### src/dll_pkg.sv
// Shared constants and types for the doubly linked list engine.
package dll_pkg;
    localparam int CAPACITY   = 32;
    localparam int DATA_WIDTH = 32;
    localparam int IW         = $clog2(CAPACITY + 1);
    localparam int AW         = $clog2(CAPACITY);
    localparam logic [IW-1:0] NIL = IW'(CAPACITY);

    localparam logic [3:0] CMD_INS_HEAD = 4'd0;
    localparam logic [3:0] CMD_INS_TAIL = 4'd1;
    localparam logic [3:0] CMD_INS_POS  = 4'd2;
    localparam logic [3:0] CMD_DEL_HEAD = 4'd3;
    localparam logic [3:0] CMD_DEL_TAIL = 4'd4;
    localparam logic [3:0] CMD_DEL_POS  = 4'd5;
    localparam logic [3:0] CMD_SEARCH   = 4'd6;
    localparam logic [3:0] CMD_FWD      = 4'd7;
    localparam logic [3:0] CMD_BWD      = 4'd8;
    localparam logic [3:0] CMD_COUNT    = 4'd9;
    localparam logic [3:0] CMD_REVERSE  = 4'd10;

    localparam logic [2:0] ST_OK       = 3'd0;
    localparam logic [2:0] ST_EMPTY    = 3'd1;
    localparam logic [2:0] ST_BADPOS   = 3'd2;
    localparam logic [2:0] ST_FULL     = 3'd3;
    localparam logic [2:0] ST_NOTFOUND = 3'd4;

    // datapath operations
    localparam logic [3:0] OP_NONE    = 4'd0;
    localparam logic [3:0] OP_LATCH   = 4'd1;  // capture command, cur = start node
    localparam logic [3:0] OP_RDCUR   = 4'd2;  // issue read of cur node
    localparam logic [3:0] OP_STEP    = 4'd3;  // cur = fw(cur), cnt++
    localparam logic [3:0] OP_BSTEP   = 4'd4;  // cur = bw(cur), cnt++
    localparam logic [3:0] OP_INS1    = 4'd5;  // alloc node, write value/fw/bw
    localparam logic [3:0] OP_INS2    = 4'd6;  // fix neighbor links
    localparam logic [3:0] OP_DEL1    = 4'd7;  // fix neighbor links of cur
    localparam logic [3:0] OP_DEL2    = 4'd8;  // return cur to free chain
    localparam logic [3:0] OP_REV     = 4'd9;
    localparam logic [3:0] OP_SETA    = 4'd10; // a = cur (predecessor), b = fw(cur)
    localparam logic [3:0] OP_ANULL   = 4'd11; // a = NIL, b = first

    typedef struct packed {
        logic [3:0] op;
        logic       start_last;  // latch starts at last node
    } t_cmd;

    typedef struct packed {
        logic [IW-1:0] count;
        logic          full;
        logic          busy;     // free chain still being built after reset
        logic          match;
        logic [6:0]    walk;     // 1-based index of cur
        logic [DATA_WIDTH-1:0] rd_value;
    } t_stat;
endpackage

### src/dll_datapath.sv
// Link memories, list pointers and walk registers of the list engine.
module dll_datapath
    import dll_pkg::*;
(
    input  logic                  i_clk,
    input  logic                  i_rst_n,
    input  t_cmd                  i_cmd,
    input  logic [DATA_WIDTH-1:0] i_value,
    output t_stat                 o_stat
);
    logic [DATA_WIDTH-1:0] r_val_mem [CAPACITY];
    logic [IW-1:0]         r_next_mem [CAPACITY];
    logic [IW-1:0]         r_prev_mem [CAPACITY];
    logic [IW-1:0]  r_head, r_tail, r_free, r_count, r_cur, r_a, r_b;
    logic [6:0]     r_walk;
    logic           r_rev, r_init;
    logic [AW:0]    r_init_idx;
    logic [DATA_WIDTH-1:0] r_key, r_rd_val;
    logic [IW-1:0]  r_rd_next, r_rd_prev, r_rd_free;

    logic [IW-1:0] first_w, last_w, fw_rd, bw_rd;
    logic          cur_ok;
    logic [AW-1:0] cur_a;

    assign first_w = r_rev ? r_tail : r_head;
    assign last_w  = r_rev ? r_head : r_tail;
    assign fw_rd   = r_rev ? r_rd_prev : r_rd_next;
    assign bw_rd   = r_rev ? r_rd_next : r_rd_prev;
    assign cur_ok  = r_cur != NIL;
    assign cur_a   = r_cur[AW-1:0];

    assign o_stat.count    = r_count;
    assign o_stat.full     = (r_count >= NIL) || (r_free >= NIL);
    assign o_stat.busy     = r_init;
    assign o_stat.match    = r_rd_val == r_key;
    assign o_stat.walk     = r_walk;
    assign o_stat.rd_value = r_rd_val;

    // memory reads (registered)
    always_ff @(posedge i_clk) begin
        if (i_cmd.op == OP_RDCUR && cur_ok) begin
            r_rd_val  <= r_val_mem[cur_a];
            r_rd_next <= r_next_mem[cur_a];
            r_rd_prev <= r_prev_mem[cur_a];
        end
        if (r_free != NIL) begin
            r_rd_free <= r_next_mem[r_free[AW-1:0]];
        end
    end

    // memory writes: one address per memory per cycle
    always_ff @(posedge i_clk) begin
        if (r_init) begin
            r_next_mem[r_init_idx[AW-1:0]] <= IW'(r_init_idx) + IW'(1);
        end else begin
            unique case (i_cmd.op)
                OP_INS1: begin
                    r_val_mem[r_free[AW-1:0]] <= r_key;
                    if (r_rev) begin
                        r_prev_mem[r_free[AW-1:0]] <= r_b;
                        r_next_mem[r_free[AW-1:0]] <= r_a;
                    end else begin
                        r_next_mem[r_free[AW-1:0]] <= r_b;
                        r_prev_mem[r_free[AW-1:0]] <= r_a;
                    end
                end
                OP_INS2: begin
                    // fw[a] = cur ; bw[b] = cur
                    if (r_a != NIL) begin
                        if (r_rev) r_prev_mem[r_a[AW-1:0]] <= r_cur;
                        else       r_next_mem[r_a[AW-1:0]] <= r_cur;
                    end
                    if (r_b != NIL) begin
                        if (r_rev) r_next_mem[r_b[AW-1:0]] <= r_cur;
                        else       r_prev_mem[r_b[AW-1:0]] <= r_cur;
                    end
                end
                OP_DEL1: begin
                    // fw[bw(cur)] = fw(cur) ; bw[fw(cur)] = bw(cur)
                    if (bw_rd != NIL) begin
                        if (r_rev) r_prev_mem[bw_rd[AW-1:0]] <= fw_rd;
                        else       r_next_mem[bw_rd[AW-1:0]] <= fw_rd;
                    end
                    if (fw_rd != NIL) begin
                        if (r_rev) r_next_mem[fw_rd[AW-1:0]] <= bw_rd;
                        else       r_prev_mem[fw_rd[AW-1:0]] <= bw_rd;
                    end
                end
                OP_DEL2: r_next_mem[cur_a] <= r_free;
                default: ;
            endcase
        end
    end

    always_ff @(posedge i_clk) begin
        if (!i_rst_n) begin
            r_head <= NIL; r_tail <= NIL; r_free <= '0; r_count <= '0;
            r_rev <= 1'b0; r_init <= 1'b1; r_init_idx <= '0;
            r_cur <= NIL; r_walk <= '0; r_a <= NIL; r_b <= NIL;
        end else begin
            if (r_init) begin
                r_init_idx <= r_init_idx + (AW+1)'(1);
                if (r_init_idx == (AW+1)'(CAPACITY - 1)) r_init <= 1'b0;
            end
            unique case (i_cmd.op)
                OP_LATCH: begin
                    r_key  <= i_value;
                    r_cur  <= i_cmd.start_last ? last_w : first_w;
                    r_walk <= 7'd1;
                    r_a    <= NIL;
                    r_b    <= first_w;
                    if (i_cmd.start_last) begin
                        r_a <= last_w;
                        r_b <= NIL;
                    end
                end
                OP_STEP: begin
                    r_cur  <= fw_rd;
                    r_walk <= r_walk + 7'd1;
                end
                OP_BSTEP: begin
                    r_cur  <= bw_rd;
                    r_walk <= r_walk + 7'd1;
                end
                OP_SETA: begin
                    r_a <= r_cur;
                    r_b <= fw_rd;
                end
                OP_ANULL: begin
                    r_a <= NIL;
                    r_b <= first_w;
                end
                OP_INS1: begin
                    r_cur   <= r_free;
                    r_free  <= r_rd_free;
                    r_count <= r_count + IW'(1);
                end
                OP_INS2: begin
                    if (r_a == NIL) begin
                        if (r_rev) r_tail <= r_cur; else r_head <= r_cur;
                    end
                    if (r_b == NIL) begin
                        if (r_rev) r_head <= r_cur; else r_tail <= r_cur;
                    end
                end
                OP_DEL1: begin
                    r_a <= bw_rd;
                    r_b <= fw_rd;
                end
                OP_DEL2: begin
                    if (r_a == NIL) begin
                        if (r_rev) r_tail <= r_b; else r_head <= r_b;
                    end
                    if (r_b == NIL) begin
                        if (r_rev) r_head <= r_a; else r_tail <= r_a;
                    end
                    r_free  <= r_cur;
                    r_count <= r_count - IW'(1);
                end
                OP_REV: r_rev <= !r_rev;
                default: ;
            endcase
        end
    end
endmodule

### src/dll_ctrl.sv
// Command sequencer and result register of the list engine.
module dll_ctrl
    import dll_pkg::*;
(
    input  logic        i_clk,
    input  logic        i_rst_n,
    input  logic        i_valid,
    output logic        o_ready,
    input  logic [3:0]  i_opc,
    input  logic [6:0]  i_pos,
    input  t_stat       i_stat,
    output t_cmd        o_cmd,
    output logic        o_valid,
    input  logic        i_ready,
    output logic [2:0]  o_status,
    output logic [DATA_WIDTH-1:0] o_value,
    output logic [6:0]  o_position,
    output logic        o_last
);
    localparam logic [3:0] S_IDLE  = 4'd0;
    localparam logic [3:0] S_DISP  = 4'd1;
    localparam logic [3:0] S_RD    = 4'd2;
    localparam logic [3:0] S_EVAL  = 4'd3;
    localparam logic [3:0] S_INS1  = 4'd4;
    localparam logic [3:0] S_INS2  = 4'd5;
    localparam logic [3:0] S_DEL1  = 4'd6;
    localparam logic [3:0] S_DEL2  = 4'd7;
    localparam logic [3:0] S_OUT   = 4'd8;
    localparam logic [3:0] S_SETA  = 4'd9;
    localparam logic [3:0] S_DELRD = 4'd10;

    logic [3:0] r_state, n_state;
    logic [3:0] r_opc;
    logic [6:0] r_pos;
    logic       r_valid;
    logic [2:0] r_status, n_status;
    logic [DATA_WIDTH-1:0] r_value, n_value;
    logic [6:0] r_position, n_position;
    logic       r_last, n_last;
    logic       emit, can_emit, take;
    logic [6:0] cnt7;
    // pending single result is staged here before S_OUT emits it
    logic       hold_status;
    logic [2:0] r_pend_status;
    logic [6:0] r_pend_pos;

    assign cnt7       = 7'(i_stat.count);
    assign can_emit   = !r_valid || i_ready;
    assign o_ready    = (r_state == S_IDLE) && !i_stat.busy;
    assign take       = i_valid && o_ready;
    assign o_valid    = r_valid;
    assign o_status   = r_status;
    assign o_value    = r_value;
    assign o_position = r_position;
    assign o_last     = r_last;

    always_comb begin
        n_state = r_state; emit = 1'b0;
        n_status = ST_OK; n_value = '0; n_position = '0; n_last = 1'b1;
        o_cmd.op = OP_NONE;
        o_cmd.start_last = (r_opc == CMD_INS_TAIL) || (r_opc == CMD_DEL_TAIL)
                         || (r_opc == CMD_BWD);
        unique case (r_state)
            S_IDLE: if (take) begin
                o_cmd.op = OP_LATCH;
                o_cmd.start_last = (i_opc == CMD_INS_TAIL) || (i_opc == CMD_DEL_TAIL)
                                 || (i_opc == CMD_BWD);
                n_state = S_DISP;
            end
            S_DISP: begin
                priority if (r_opc == CMD_INS_HEAD || r_opc == CMD_INS_TAIL
                             || r_opc == CMD_INS_POS) begin
                    if (i_stat.full) begin
                        n_status = ST_FULL; n_state = S_OUT;
                    end else if (r_opc == CMD_INS_POS
                                 && (r_pos == 7'd0 || r_pos > cnt7 + 7'd1)) begin
                        n_status = ST_BADPOS; n_state = S_OUT;
                    end else if (r_opc == CMD_INS_POS && r_pos != 7'd1) begin
                        o_cmd.op = OP_RDCUR; n_state = S_RD;
                    end else begin
                        n_state = S_INS1;
                    end
                end else if (r_opc == CMD_DEL_HEAD || r_opc == CMD_DEL_TAIL
                             || r_opc == CMD_DEL_POS) begin
                    if (cnt7 == 7'd0) begin
                        n_status = ST_EMPTY; n_state = S_OUT;
                    end else if (r_opc == CMD_DEL_POS
                                 && (r_pos == 7'd0 || r_pos > cnt7)) begin
                        n_status = ST_BADPOS; n_state = S_OUT;
                    end else begin
                        o_cmd.op = OP_RDCUR; n_state = S_RD;
                    end
                end else if (r_opc == CMD_SEARCH) begin
                    if (cnt7 == 7'd0) begin
                        n_status = ST_NOTFOUND; n_state = S_OUT;
                    end else begin
                        o_cmd.op = OP_RDCUR; n_state = S_RD;
                    end
                end else if (r_opc == CMD_FWD || r_opc == CMD_BWD) begin
                    if (cnt7 == 7'd0) begin
                        n_status = ST_EMPTY; n_state = S_OUT;
                    end else begin
                        o_cmd.op = OP_RDCUR; n_state = S_RD;
                    end
                end else if (r_opc == CMD_COUNT) begin
                    n_position = cnt7; n_state = S_OUT;
                end else if (r_opc == CMD_REVERSE) begin
                    o_cmd.op = OP_REV; n_state = S_OUT;
                end else begin
                    n_state = S_OUT;
                end
            end
            S_RD: n_state = S_EVAL;
            S_EVAL: begin
                priority if (r_opc == CMD_INS_POS) begin
                    if (i_stat.walk == r_pos - 7'd1) begin
                        o_cmd.op = OP_SETA; n_state = S_SETA;
                    end else begin
                        o_cmd.op = OP_STEP; n_state = S_DELRD;
                    end
                end else if (r_opc == CMD_DEL_POS && i_stat.walk != r_pos) begin
                    o_cmd.op = OP_STEP; n_state = S_DELRD;
                end else if (r_opc == CMD_DEL_HEAD || r_opc == CMD_DEL_TAIL
                             || r_opc == CMD_DEL_POS) begin
                    o_cmd.op = OP_DEL1; n_state = S_DEL2;
                end else if (r_opc == CMD_SEARCH) begin
                    if (i_stat.match) begin
                        n_position = i_stat.walk; n_state = S_OUT;
                    end else if (i_stat.walk >= cnt7) begin
                        n_status = ST_NOTFOUND; n_state = S_OUT;
                    end else begin
                        o_cmd.op = OP_STEP; n_state = S_DELRD;
                    end
                end else begin
                    // readout: one result per node
                    if (can_emit) begin
                        emit = 1'b1;
                        n_value = i_stat.rd_value;
                        n_last = i_stat.walk >= cnt7;
                        if (i_stat.walk >= cnt7) begin
                            n_state = S_IDLE;
                        end else begin
                            o_cmd.op = (r_opc == CMD_BWD) ? OP_BSTEP : OP_STEP;
                            n_state = S_DELRD;
                        end
                    end
                end
            end
            S_DELRD: begin
                o_cmd.op = OP_RDCUR; n_state = S_RD;
            end
            S_SETA: n_state = S_INS1;
            S_INS1: begin
                if (r_opc == CMD_INS_HEAD || (r_opc == CMD_INS_POS && r_pos == 7'd1)) begin
                    o_cmd.op = OP_ANULL; n_state = S_INS2;
                end else begin
                    o_cmd.op = OP_NONE; n_state = S_INS2;
                end
            end
            S_INS2: begin
                o_cmd.op = OP_INS1; n_state = S_DEL1;
            end
            S_DEL1: begin
                o_cmd.op = OP_INS2; n_state = S_OUT;
            end
            S_DEL2: begin
                o_cmd.op = OP_DEL2; n_state = S_OUT;
            end
            S_OUT: if (can_emit) begin
                emit = 1'b1; n_state = S_IDLE;
                n_status = r_status;
            end
            default: n_state = S_IDLE;
        endcase
    end

    always_ff @(posedge i_clk) begin
        if (!i_rst_n) begin
            r_state <= S_IDLE;
            r_valid <= 1'b0;
        end else begin
            r_state <= n_state;
            if (emit) r_valid <= 1'b1;
            else if (i_ready) r_valid <= 1'b0;
        end
    end

    assign hold_status = (r_state != S_OUT);
    always_ff @(posedge i_clk) begin
        if (take) begin
            r_opc <= i_opc;
            r_pos <= i_pos;
        end
        if (hold_status && n_state == S_OUT) begin
            r_pend_status <= n_status;
            r_pend_pos    <= n_position;
        end
        if (emit) begin
            r_status   <= (r_state == S_OUT) ? r_pend_status : n_status;
            r_value    <= n_value;
            r_position <= (r_state == S_OUT) ? r_pend_pos : n_position;
            r_last     <= n_last;
        end
    end
endmodule

### src/doubly_linked_list_engine.sv
// Top level of the doubly linked list engine.
// Bounded doubly linked list of up to 32 signed 32-bit values.
// Input channel s_axis: one transaction per command (cmd, value, position).
// Output channel m_axis: one result per command, or one per element for a
// forward or backward readout, the final one flagged by tlast.
// One command is processed at a time; s_axis_tready is high only when idle.
// A command without a walk goes from dispatch straight to the result register;
// head and tail inserts and deletes add their link-update states but no walk.
// Positional insert and delete, search and readout walk the chain node by node
// (step, registered memory read, compare), one node at a time, paced by the
// registered link-memory read.
// After reset the free chain is built while s_axis_tready is held low.
// When m_axis_tready is low the result register holds and the readout walk pauses.
module doubly_linked_list_engine
    import dll_pkg::*;
(
    input  logic        i_clk,
    input  logic        i_rst_n,
    input  logic        s_axis_tvalid,
    output logic        s_axis_tready,
    input  logic [47:0] s_axis_tdata,   // cmd[3:0], value[35:4], position[42:36]
    output logic        m_axis_tvalid,
    input  logic        m_axis_tready,
    output logic [47:0] m_axis_tdata,   // status[2:0], value_res[34:3], position_res[41:35]
    output logic        m_axis_tlast
);
    t_cmd  cmd;
    t_stat stat;
    logic [2:0] status;
    logic [DATA_WIDTH-1:0] vres;
    logic [6:0] pres;

    dll_datapath u_dp (
        .i_clk(i_clk), .i_rst_n(i_rst_n), .i_cmd(cmd),
        .i_value(s_axis_tdata[35:4]), .o_stat(stat)
    );

    dll_ctrl u_ctrl (
        .i_clk(i_clk), .i_rst_n(i_rst_n),
        .i_valid(s_axis_tvalid), .o_ready(s_axis_tready),
        .i_opc(s_axis_tdata[3:0]), .i_pos(s_axis_tdata[42:36]),
        .i_stat(stat), .o_cmd(cmd),
        .o_valid(m_axis_tvalid), .i_ready(m_axis_tready),
        .o_status(status), .o_value(vres), .o_position(pres), .o_last(m_axis_tlast)
    );

    assign m_axis_tdata = {6'd0, pres, vres, status};
endmodule
### config.mk
export PLATFORM = sky130hd
export DESIGN_NAME = doubly_linked_list_engine
export DESIGN_NICKNAME = d
export VERILOG_FILES = /design/src/dll_pkg.sv /design/src/dll_datapath.sv /design/src/dll_ctrl.sv /design/src/doubly_linked_list_engine.sv
export SDC_FILE = /design/constraint.sdc
export NUM_CORES = 2
export LEC_CHECK = 0
export ABC_AREA = 1
export BUFFER_PORTS_ARGS = -buffer_cell sky130_fd_sc_hd__buf_2
export CORE_AREA = 2 2 426 470
export DETAILED_ROUTE_END_ITERATION = 16
export DIE_AREA = 0 0 428 472
export SYNTH_ARGS = -nofsm -noshare
export SYNTH_HDL_FRONTEND = slang
export SYNTH_SLANG_ARGS = --single-unit
### constraint.sdc
create_clock -name i_clk -period 10.1 [get_ports i_clk]
set_input_delay 0.505 -clock i_clk [delete_from_list [all_inputs] [get_ports i_clk]]
set_output_delay 0.505 -clock i_clk [all_outputs]
set_load 0.005 [all_outputs]
* Word level (Yosys, flattened, before mapping) *
Memories as Yosys holds them, arrays and structs flattened. A register that Yosys moved wholly into a read port is not among the register bits.
Cells that the tools add are included.

word-level totals
  register bits after elaboration = 158
  bits in latches = 0
  memory bits (writable) = 1408
  ROM bits = 0
  word-level logic and storage cells = 342
  memories = 3

memory list
  name             words  bits a word  rd ports  clocked after Yosys merged registers in  wr ports  RTL line            source
  u_dp.r_val_mem   32     32           1         1                                        1         dll_datapath.sv:11  logic [DATA_WIDTH-1:0] r_val_mem [CAPACITY];
  u_dp.r_next_mem  32     6            2         2                                        1         dll_datapath.sv:12  logic [IW-1:0] r_next_mem [CAPACITY];
  u_dp.r_prev_mem  32     6            1         1                                        1         dll_datapath.sv:13  logic [IW-1:0] r_prev_mem [CAPACITY];

cells by class
  add/subtract/negate cells = 6
  multiply operators = 0
  divide/modulo/power cells = 0
  order comparisons = 5
  equality and inequality tests = 50
  shifts and indexed selects = 0
  muxes and demuxes = 200
  bitwise gates (word level) = 4
  reductions and logical operators = 52

operators with widths
  kind                                                 count
  2-to-1 mux 6 bit                                     36
  2-to-1 mux 4 bit                                     36
  2-to-1 mux 7 bit                                     10
  2-to-1 mux 1 bit                                     69
  OR reduction 6 bit                                   11
  equality test 4 x 3 -> 1 bit, second input constant  13
  2-to-1 mux 3 bit                                     17
  2-to-1 mux 5 bit                                     10
  equality test 4 bit, second input constant           12
  case mux 6 bit (2 select lines)                      4
  case mux 6 bit (4 select lines)                      2
  case mux 4 bit (10 select lines)                     1
  != test 6 bit, second input constant                 6
  equality test 32 bit                                 1
  case mux 4 bit (8 select lines)                      1
  case mux 7 bit (2 select lines)                      2
  equality test 4 x 2 -> 1 bit, second input constant  6
  2-to-1 mux 2 bit                                     9
  case mux 6 bit (3 select lines)                      1
  equality test 4 x 1 -> 1 bit, second input constant  4
  logical NOT 7 bit                                    2
  logical OR 1 bit                                     14
  adder 6 x 1 -> 6 bit, second input constant          2
  equality test 6 bit, second input constant           2
  other kinds (26)                                     46

* Logic depth before layout (Yosys ltp) *
  depth in word-level cells = 21
  gate-level depth with buffers = 25
  depth with buffers taken out = 24

* By module *
From an unflattened synthesis, not the netlist that was laid out.

second synthesis, totals
  cell total of the unflattened synthesis = 5823
  area total of the unflattened synthesis = 68464.4 um^2

modules (own cells, without submodules)
  module                     times used  cells each  area each (um^2)
  dll_datapath               1           5296        64219.1
  dll_ctrl                   1           520         4196.5
  doubly_linked_list_engine  1           7           48.8

* Worst setup path before layout *
Ideal clock, no wire load.

  kind = reg2reg
  from = register u_dp.r_count[2]
  to = register u_dp.r_rd_next[0] (read register of u_dp.r_next_mem), enable pin
  setup time = 0.470 ns
  data arrival time = 4.309 ns
  slack = 5.321 ns
  stages on the path, launching flop included = 19
  buffers on the path = 1
  cell sequence = dfxtp_1 > clkbuf_1 > nand3_1 > nor3_1 > xor2_1 > ha_1 > nand2_1 > a21oi_1 > nor2_1 > nand2_1 > nand2_1 > nand2_1 > nand2_1 > nand3_1 > nand2_1 > nand2_2 > nand3_4 > nand4_1 > a41oi_1

on the way
  longest elaborated chain between the ends = 10

RTL lines
  what                                                   RTL line                                         source
  start, declared                                        dll_datapath.sv:14                               logic [IW-1:0] r_head, r_tail, r_free, r_count, r_cur, r_a, r_b;
  start signal, assigned                                 dll_datapath.sv:136                              r_count <= r_count + IW'(1);
  start signal, assigned                                 dll_datapath.sv:158                              r_count <= r_count - IW'(1);
  adder 6 x 1 -> 7 bit (tied with other cells)           dll_ctrl.sv:76                                   && (r_pos == 7'd0 || r_pos > cnt7 + 7'd1)) begin
  greater-than comparator 7 bit (tied with other cells)  dll_ctrl.sv:76
  logical OR 1 bit (tied with other cells)               dll_ctrl.sv:76
  logical AND 1 bit (tied with other cells)              dll_ctrl.sv:76
  2-to-1 mux 4 bit, on equally long branches             dll_ctrl.sv:75, dll_ctrl.sv:85, dll_ctrl.sv:123
  2-to-1 mux 4 bit, on equally long branches             dll_ctrl.sv:73, dll_ctrl.sv:83, dll_ctrl.sv:121
  2-to-1 mux 4 bit, on equally long branches             dll_ctrl.sv:71, dll_ctrl.sv:115
  case mux 4 bit (8 select lines) *                      dll_ctrl.sv:63                                   unique case (r_state)
  equality test 4 x 2 -> 1 bit *                         dll_datapath.sv:41                               if (i_cmd.op == OP_RDCUR && cur_ok) begin
  logical AND 1 bit *                                    dll_datapath.sv:41
  end, declared                                          dll_datapath.sv:19                               logic [IW-1:0] r_rd_next, r_rd_prev, r_rd_free;

Every way passes the cells marked *; elsewhere a longest branch is shown, timed or not.
A chain may end at the register's enable or synchronous reset.

* Final worst setup path *
  from = register u_ctrl.r_state[2]
  to = memory u_dp.r_val_mem[15][18], enable pin

on the way
  longest elaborated chain between the ends = 9

RTL lines
  what                                      RTL line                        source
  start, declared                           dll_ctrl.sv:32                  logic [3:0] r_state, n_state;
  start signal, assigned                    dll_ctrl.sv:182                 r_state <= n_state;
  logical NOT 4 bit                         dll_ctrl.sv:49, dll_ctrl.sv:63
  logical AND 1 bit                         dll_ctrl.sv:49                  assign o_ready = (r_state == S_IDLE) && !i_stat.busy;
  logical AND 1 bit                         dll_ctrl.sv:50                  assign take = i_valid && o_ready;
  2-to-1 mux 2 bit                          dll_ctrl.sv:64                  S_IDLE: if (take) begin
  case mux 4 bit (8 select lines) *         dll_ctrl.sv:63
  equality test 4 x 3 -> 1 bit *            dll_datapath.sv:56              unique case (i_cmd.op)
  2-to-1 mux 1 bit *                        dll_datapath.sv:56
  2-to-1 mux 1 bit *                        dll_datapath.sv:53              if (r_init) begin
  2-to-1 mux 1 bit (not written as such) *  dll_datapath.sv:58              r_val_mem[r_free[AW-1:0]] <= r_key;
  end, declared                             dll_datapath.sv:11

Marks and branches as above.

==> impl_metrics.tcl <==
set metrics [dict create \
    tightestPinTransition_ns 1.21 \
    powerDensity_nw_per_um2 172 \
    period_share_pct 46.8 \
    grt_max_degree 200 \
    synth-seq-cells 1616 \
    synth-edff-count 1554 \
    cts.root.buffer_cell "clkbuf_16" \
    num_antenna_cells 0 \
    final_layout_size_suffix_gt1_share_pct 9.65 \
    synth_warnings 0 \
    viasPerCell 5.58 \
    antenna_left 0 \
    setup-violations-final 0 \
    drtIter0Drc 5705 \
    synth_simple_gate_area_share_pct 10.7 \
    core_area_sq_um 197000 \
    clock_latency_ns 0.82 \
    path_buf_inv 4 \
    cts_setup_buffers 0 \
    synth_cell_types 64 \
    place.gp.congestion 0.903 \
    netlist_area_sq_um 68700 \
    fill_cells 18400 \
    final_nets 5999 \
    skew_ns 0.0576 \
    async_flop_share_pct 0 \
    cp-end-kind "flip-flop" \
    die_w_um 428 \
    route.detailed.drc 0 \
    reg2reg_setup_slack_ns 5.37 \
    path_delay_family "simple AND/OR/NAND/NOR gates" \
    wl_met2_um 95700 \
    wl_per_cell_um 23.6 \
    synthMuxAreaShare_pct 0.0200 \
    dpl.hpwl_um 108000 \
    top_layer_used "met4" \
    status "completed" \
    hold_viol_final 0 \
    clock_path_buffers 3 \
    seq_area_frac_synth_pct 69.7 \
    max_stage_delay_ns 0.94 \
    synthesis.instances 5907 \
    p_leak_uw 0.0255 \
    postSynthAreaPerCell_sq_um 11.6 \
    p_total_uw 13400 \
    setup_tns_ns 0 \
    die_y_um 472 \
    die-area_sq_um 202000 \
    post_synth_fa_ha_maj_area_fraction_pct 0.557 \
    rsz0062_at_grt "false" \
    crit_chain "inv_2 -> nor2_2 -> inv_2 -> nor2_2 -> nand2_1 -> inv_1 -> nand2_1 -> nor2_4 -> buf_4" \
    start_util_pct 34.9 \
    start_kind "flip-flop" \
    synth_ff_type "edfxtp_1" \
    crit_arrival_ns 5.17 \
    hp-class "in2reg" \
    synth-xor-area-share_pct 0.546 \
    clkSlewWorstSetupHoldPaths_ns 0.06 \
    fmax_mhz 211 \
    cts_tree "yes" \
    synth_top_family_by_area "compound AO/OA/AOI/OAI gates" \
    vias 48300 \
    htreeDepth 4 \
    antenna_found_initial 3 \
    cts.repair.resized 0 \
    critPathMaxFanout 18 \
    fin_crit_ns 4.73 \
    cap_violations 0 \
    pin_count 103 \
    grt_pass1_vias 45800 \
    grtUsageTotal_pct 19.5 \
    area_growth_pct 13.2 \
    slew_headroom_pct 19.5 \
    wl_met1_um 84600 \
    io_buffers 91 \
    vdd_drop_max_uv 169 \
    setup.worst_path.class "reg2reg" \
    critPathSlowestCell "nor2_4" \
    grt_pass1_wl_um 298000 \
    synth_compound_area_share_pct 14.8 \
    routed_wl_um 204000 \
    grt.overflow.total 0 \
    required_ns 10.54 \
    num_rows 171 \
    first_pass_iters 7 \
    met3WireLength_um 16800 \
    drv_slew 0 \
    clock_sinks 1616 \
    cts_buffers 166 \
]
## flip-flops by register name, indices dropped and copies added (netlist names), 7 cells and up
register,flops
u_ctrl.r_pos,7
u_dp.r_walk,7
u_dp.r_next_mem,192
u_dp.r_prev_mem,192
u_ctrl.r_pend_pos,7
u_dp.r_rd_val,32
u_dp.r_val_mem,1024
u_dp.r_key,32
u_ctrl.o_position,7
u_ctrl.o_value,32
## power by group
| group | internal [uW] | leakage [uW] | switching (uW) | total [uW] |
|---|---|---|---|---|
| Sequential | 7260 | 0.0142 | 5.76 | 7270 |
| Combinational | 38.7 | 0.00872 | 75.0 | 114 |
| Clock | 3360 | 0.00258 | 2640 | 6010 |
| Total | 10700 | 0.0255 | 2720 | 13400 |
## worst paths after layout
kind	startpoint	to	cells past startpoint
min reg2reg	u_dp.r_b[5]	u_dp.r_b[5]	2
min	m_axis_tready	u_ctrl.o_valid	4
max	u_ctrl.r_state[2]	u_dp.r_val_mem[15][18]	9
max reg2reg	u_ctrl.r_state[2]	u_dp.r_val_mem[15][18]	9
## cells in the final DEF, fill, tap and decap left out, types with 16 or more instances in the layout
| cell | n |
|---|---|
| o221ai_1 | 35 |
| clkbuf_16 | 169 |
| nor2_4 | 44 |
| buf_2 | 91 |
| xor2_1 | 16 |
| inv_2 | 19 |
| buf_4 | 86 |
| a21oi_1 | 129 |
| inv_1 | 211 |
| nand2_2 | 20 |
| nand4_1 | 24 |
| clkbuf_1 | 32 |
| nor2_1 | 1170 |
| a31oi_1 | 20 |
| nor3_1 | 22 |
| o21ai_0 | 966 |
| nand3_1 | 88 |
| clkinv_1 | 57 |
| xnor2_1 | 25 |
| dfxtp_1 | 56 |
| nand3_2 | 21 |
| o211ai_1 | 45 |
| dlygate4sd3_1 | 43 |
| clkinv_2 | 27 |
| nand2_1 | 372 |
| o22ai_1 | 388 |
| a22oi_1 | 104 |
| edfxtp_1 | 1554 |
| ha_1 | 29 |
## worst reg2reg max path: stages (launching register included)
cell and delay [ns]:
dfxtp_1 0.41, inv_2 0.08, nor2_2 0.11, inv_2 0.07, nor2_2 0.55, nand2_1 0.51, inv_1 0.55, nand2_1 0.59
nor2_4 0.94, buf_4 0.56
## stage by stage
step                util, %  area, sq um  hold WS, ns  std cells  worst slack [ns]
floorplan                 -        68800        0.465       5912              5.32
global placement       36.6        72100        0.488       8301              5.50
global route           39.5        77800        0.146       8649              5.08
finish                 39.5        77800        0.149       8649              5.37
CTS                    39.5        77800        0.102       8649              5.42
detailed placement     36.6        72100        0.484       8301              5.41
## logic make-up after synthesis
| group | after synthesis |
|---|---|
| and+or+nand+nor | 1802 |
| AOI/OAI and AO/OA | 1778 |
| other | 1 |
| muxes | 1 |
| buffers and inverters | 637 |
| adders and majority gates | 30 |
| xor gates and xnor gates | 42 |
| DFF | 1616 |
## area by class of cell
| type | instances | area, sq um | area share (%) |
|---|---|---|---|
| well taps | 2595 | 3250 | 4.17 |
| flip-flops and latches | 1616 | 47900 | 61.6 |
| repair buffers | 225 | 1630 | 2.10 |
| clock buffers | 203 | 4380 | 5.62 |
| clock inverters | 102 | 947 | 1.22 |
| inverters | 249 | 958 | 1.23 |
| multi-input cells | 3659 | 18700 | 24.1 |
## timing repair
action	in CTS	in global routing
endpoints found under the setup margin	0	0
endpoints found under the hold margin	43	0
hold buffers	43	0
## cell usage after synthesis (3+ instances only)
library cell	n	share of area [%]
nor2_1	1208	6.6
nand2_4	3	0.049
a221o_1	4	0.058
o22ai_1	390	3.5
edfxtp_1	1554	68
buf_1	13	0.071
nor4_1	12	0.11
a211oi_1	3	0.033
or2_2	3	0.027
xnor2_1	25	0.32
o211ai_2	3	0.055
o32ai_1	6	0.076
xor2_1	16	0.20
a31oi_1	23	0.21
nor3_1	22	0.16
buf_4	9	0.098
o2111ai_1	12	0.15
a21oi_1	130	0.95
a22oi_1	104	1.1
o211ai_1	45	0.49
inv_2	19	0.10
nand2_2	20	0.18
nor2_4	8	0.13
nand3b_1	5	0.055
nand4_1	24	0.22
buf_2	18	0.13
dfxtp_1	62	1.8
o21ai_0	973	7.1
o21a_1	8	0.087
clkbuf_1	340	1.9
a21o_1	5	0.055
nand3_1	89	0.65
o221ai_1	35	0.45
nand3_2	20	0.29
clkinv_1	16	0.087
nor2_2	9	0.082
inv_1	214	1.2
o21ai_1	15	0.11
buf_6	7	0.11
nand2_1	372	2.0
ha_1	29	0.53
o21ai_2	8	0.10
## routing by layer
layer  vias to the layer above  track usage [%]
met5                         -                0
met4                         0             6.77
met3                       399             3.37
met2                      2261             31.6
met1                     24000             26.4
li1                      21600                -
Note: power is estimated with default switching activity, not from simulation.
